File: src/rtl/jes_ram.sv
// ----------------------------------------------------------------------------
// jes_ram
// Generic single-write, single-read RAM with a registered read port.
// ----------------------------------------------------------------------------
module jes_ram #(
  parameter int unsigned WIDTH = 32,
  parameter int unsigned DEPTH = 64
) (
  input  logic                     clk_i,
  input  logic                     we_i,
  input  logic [$clog2(DEPTH)-1:0] waddr_i,
  input  logic [WIDTH-1:0]         wdata_i,
  input  logic [$clog2(DEPTH)-1:0] raddr_i,
  output logic [WIDTH-1:0]         rdata_o
);

  logic [WIDTH-1:0] mem_q [DEPTH];

  always_ff @(posedge clk_i) begin
    if (we_i) begin
      mem_q[waddr_i] <= wdata_i;
    end
    rdata_o <= mem_q[raddr_i];
  end

endmodule

File: config.mk
export PLATFORM = sky130hd
export DESIGN_NAME = jes_ram
export DESIGN_NICKNAME = d
export VERILOG_FILES = /design/src/rtl/jes_ram.sv
export SDC_FILE = /design/constraint.sdc
export NUM_CORES = 2
export LEC_CHECK = 0
export BUFFER_PORTS_ARGS = -buffer_cell sky130_fd_sc_hd__buf_2
export CAP_MARGIN = 20
export CORE_MARGIN = 1.5
export CORE_UTILIZATION = 31
export CTS_CLUSTER_DIAMETER = 100
export CTS_CLUSTER_SIZE = 24
export DETAILED_ROUTE_END_ITERATION = 10
export GPL_TIMING_DRIVEN = 0
export MAX_ROUTING_LAYER = met4
export PLACE_DENSITY_LB_ADDON = 0.2
export SETUP_SLACK_MARGIN = 0.5
export SYNTH_ARGS = -nofsm -noshare
export SYNTH_HDL_FRONTEND = slang
export SYNTH_SLANG_ARGS = --single-unit
File: constraint.sdc
create_clock -name clk_i -period 3.5 [get_ports clk_i]
set_input_delay 0.525 -clock clk_i [delete_from_list [all_inputs] [get_ports clk_i]]
set_output_delay 0.525 -clock clk_i [all_outputs]
set_load 0.02 [all_outputs]
# == Word level (Yosys, flattened, before mapping) ==
# Memory sizes are Yosys's and may differ from the RTL's. A register that Yosys moved wholly into a read port is not among the register bits.
# Cells that the tools add are included.
# totals
regBits,0
ramBits,2048
input_bits,46
out_inout_bits,32
word_cells,3
mem_count,1
# mem_list
name,words,word_bits,read_ports,rd_clocked_by_memory_dff,wr,line,text
mem_q,64,32,1,1,1,17,logic [WIDTH-1:0] mem_q [DEPTH];
# classes
muxes,2
# ops
op,count
1-bit 2-to-1 mux,2

# == Depth between registers and ports, before layout ==
# logic_depth
word_depth,2
mapped_depth,10
ltp_nobuf,5

# == Least setup slack after synthesis ==
# OpenSTA, ideal clock, no wires.
# synth_timing
path_type,input-to-reg
start,input waddr_i[3]
end,"memory mem_q[48][0], enable pin"
setup_time_ns,0.461
arrival_time_ns,3.224
required_ns,3.039
setup_slack_ns,-0.185
stages,4
n_path_buf,1
path_cell_list,clkbuf_1 nor2b_1 nand4b_1 nor3_1
# synth_lines
element,line,text
start: declaration,11,"input logic [$clog2(DEPTH)-1:0] waddr_i,"
end: declaration,17,
# No word-level cell before the write port.

==> results.cfg <==
[cts]
clock_sinks = 2080
clock_latency_ps = 820
hold_buffers = 0
path_clk_slew_ps = 100
cts_tree = built
cts_buffer_depth = 3
numCtsBuffers = 103
htreeDepth = 3
root_buffer = clkbuf_16

[detailed_routing]
dr_wl_met3_um = 18770
via_per_inst = 5.424
wl_per_cell_um = 37.14
drt-pass1-iter-count = 5
antenna_left = 0
drt_iter0_drc = 5241
wl_met2_um = 124700
highest_layer = met4
drc = 0
vias = 38482
finalWirelength_um = 263500
wl_met1_um = 110700

[cells_and_area]
fin_cells = 7095
mostFrequentLayoutCells = edfxtp_1, mux4_2, clkbuf_16
drive_gt1_frac = 0.3037
syn2layout_area_growth_pct = 15.48
fin_nets = 3716
final_common_cell = edfxtp_1

[timing]
fmax_ghz = 0.3219
min_period_over_period = 0.8876
rsz0062_at_grt = yes
finalClockSkew_ps = 56.35
timing.setup.tns_ps = 0
final-hold-violation-count = 0
period_minus_slack_ps = 3107
relSlewSlack = 0.2360
slew_viol_final = 0
finalSetupViolations = 0
worst_pin_slew_ps = 1146

[worst_setup_path]
reg2reg_depth = 4
rrSetupSlack_ps = 1080
crit_path_top_delay_cell = buf_1
crit_required_ps = 4170
arrival_ps = 3770
slowest_delay_ps = 740
cp_top_family = buffers and inverters
worst-path-buf-inv = 4
worstPathCellList = buf_4 -> clkbuf_4 -> buf_4 -> nand2b_1 -> buf_1 -> o22ai_1 -> nor2_1 -> a21oi_1 -> nor2_1
worst_r2r_endpoint = rdata_o[21]
critical_path_class = primary input to flop
cp-start-kind = primary input
crit_path_start = raddr_i[1]
cp_max_fo = 10
worstSetupEndpointType = flop
rr_startpoint = mem_q[31][21]

[floorplan]
die_w_um = 506.3
io_pins = 78
initial_core_util = 0.3120
die_area_um2 = 256300
core_area_um2 = 251600
fp.dieH_um = 506.3
std_cell_rows = 184

[logic_synthesis]
synth_compound_area_frac = 0.01673
syn-instance-count = 3324
synth-adder-area-share = 0
ys_ff_latch = 2080
muxShareOfSynthArea = 0.1679
synthXorXnorAreaFrac = 0
syn_area_um2 = 78520
synthesis.nets = 3370
yosysWarnings = 0
netlist.area_leader.share = 0.7833
avgSynthCellArea_um2 = 23.62
ys_types = 34
seq_area_frac_synth = 0.7914
synth_top_family_by_area = multiplexers
yosys.area.top_type = edfxtp_1
synth_area_leaders = edfxtp_1, mux4_2, mux2i_1
synthSimpleGateAreaFrac = 0.01265

[power_and_ir_drop]
p_int_mw = 34.42
power_mw = 44.86
pwr-share-comb = 0.073
p_leak_nw = 27.35
p_per_area_nw_per_um2 = 494.8
p_sw_frac = 0.2327
ir_drop_uv = 404.7
clockPowerShare = 0.313
switchingPower_mw = 10.44
pwr-share-seq = 0.615

[min_path]
hold_path.class = primary input to flop
holdCritStartpoint = wdata_i[8]
holdPathEnd = mem_q[0][8]
hold_depth = 1

[status]
status = finished, final reports clean

[placement]
hpwl_um = 179400
gp_congestion = 0.8626
port_buffers = 69
placedCellCount = 6899

[global_route]
grt_use_total = 0.2097
grt_pass1_wl_um = 348700
first_global_vias = 37574
antenna_found_initial = 24
grt_overflow_total = 0
grt_max_degree = 65

[run]
drv_cap = 0
[logic make-up (layout without fill, tap and decap cells)]
logic type	Yosys count	after routing
compound gates	202	202
buf+inv	182	592
flops	2080	2080
mux	637	637
other cells	0	13
simple gates	223	223
[cells in the mapped netlist]
master    number
clkbuf_1      74
mux2i_1       93
nor2b_1       15
o32ai_1        4
or2_1          1
buf_6          5
o22ai_1       84
nand2b_1       8
nand3b_1       5
and2_1         2
or2_0          1
nand2_1       26
nand3_1        5
dfxtp_1       32
buf_2         57
a22oi_1       12
edfxtp_1    2048
a311oi_1       8
a41o_1         4
nor2_1       137
nand4_1        2
nor3_1         7
nand4b_1       1
or2_2          1
and3_1         4
a21oi_1       62
or3_1          3
mux4_2       544
a31oi_1        1
or3b_1         2
or3b_2         3
buf_4         25
o221ai_1      27
buf_1         21
[routing by layer]
layer | GRT usage | vias up
met2 | 0.3247 | 1766
met1 | 0.2867 | 21530
met3 | 0.03026 | 320
met5 | - | -
met4 | 0.06406 | 0
li1 | - | 14866
[final cells by class]
type | count | area [µm²]
tap | 3348 | 4189
fill | 22811 | 161000
multi-input combinational | 1062 | 16150
clock inverter | 24 | 314.1
antenna | 13 | 32.53
clock buffer | 145 | 2798
timing repair buffer | 242 | 4065
buffer | 181 | 983.4
sequential | 2080 | 62140
[through the flow]
step / utilization / worst slack, ps / area, µm² / hold slack, ps
after global placement: 0.3302 / -2850 / 83080 / 941.2
after floorplan: - / 323.1 / 78540 / 623.9
after global routing: 0.3603 / 422.8 / 90660 / 29.37
after detailed placement: 0.3459 / -1877 / 87040 / 940.5
after CTS: 0.3593 / 308.8 / 90410 / 83.00
final: 0.3603 / 393.3 / 90670 / 57.00
[how the worst max path moves through the flow]
stage                    to  slack [ps]  cells after the start
2_1_floorplan  mem_q[39][0]         320                      4
3_3_place_gp   mem_q[23][5]       -2850                      3
3_5_place_dp    rdata_o[13]       -1880                      9
4_1_cts          rdata_o[2]         310                      9
5_1_grt         rdata_o[13]         420                      9
6_report         rdata_o[0]         390                      9
[sequential cells by signal, indices dropped and copies added, names as in the netlist]
| name | count |
|---|---|
| rdata_o | 32 |
| mem_q | 2048 |
[power groups by stage]
| stage | clock (mW) | sequential (mW) | combinational [mW] |
|---|---|---|---|
| after floorplan | 0 | 28.2 | 1.34 |
| after global placement | 0 | 28.2 | 3.01 |
| after detailed placement | 0 | 28.2 | 3.21 |
| after CTS | 14.3 | 27.6 | 3.26 |
| after global routing | 15.1 | 27.6 | 3.36 |
| final | 14.0 | 27.6 | 3.26 |
[repair_timing]
item                       4_1_cts  5_1_grt
resized for setup               72       20
pin swaps                        1        0
setup buffers                    6        0
setup endpoints to repair       28       14
(Power assumes the default switching activity.)
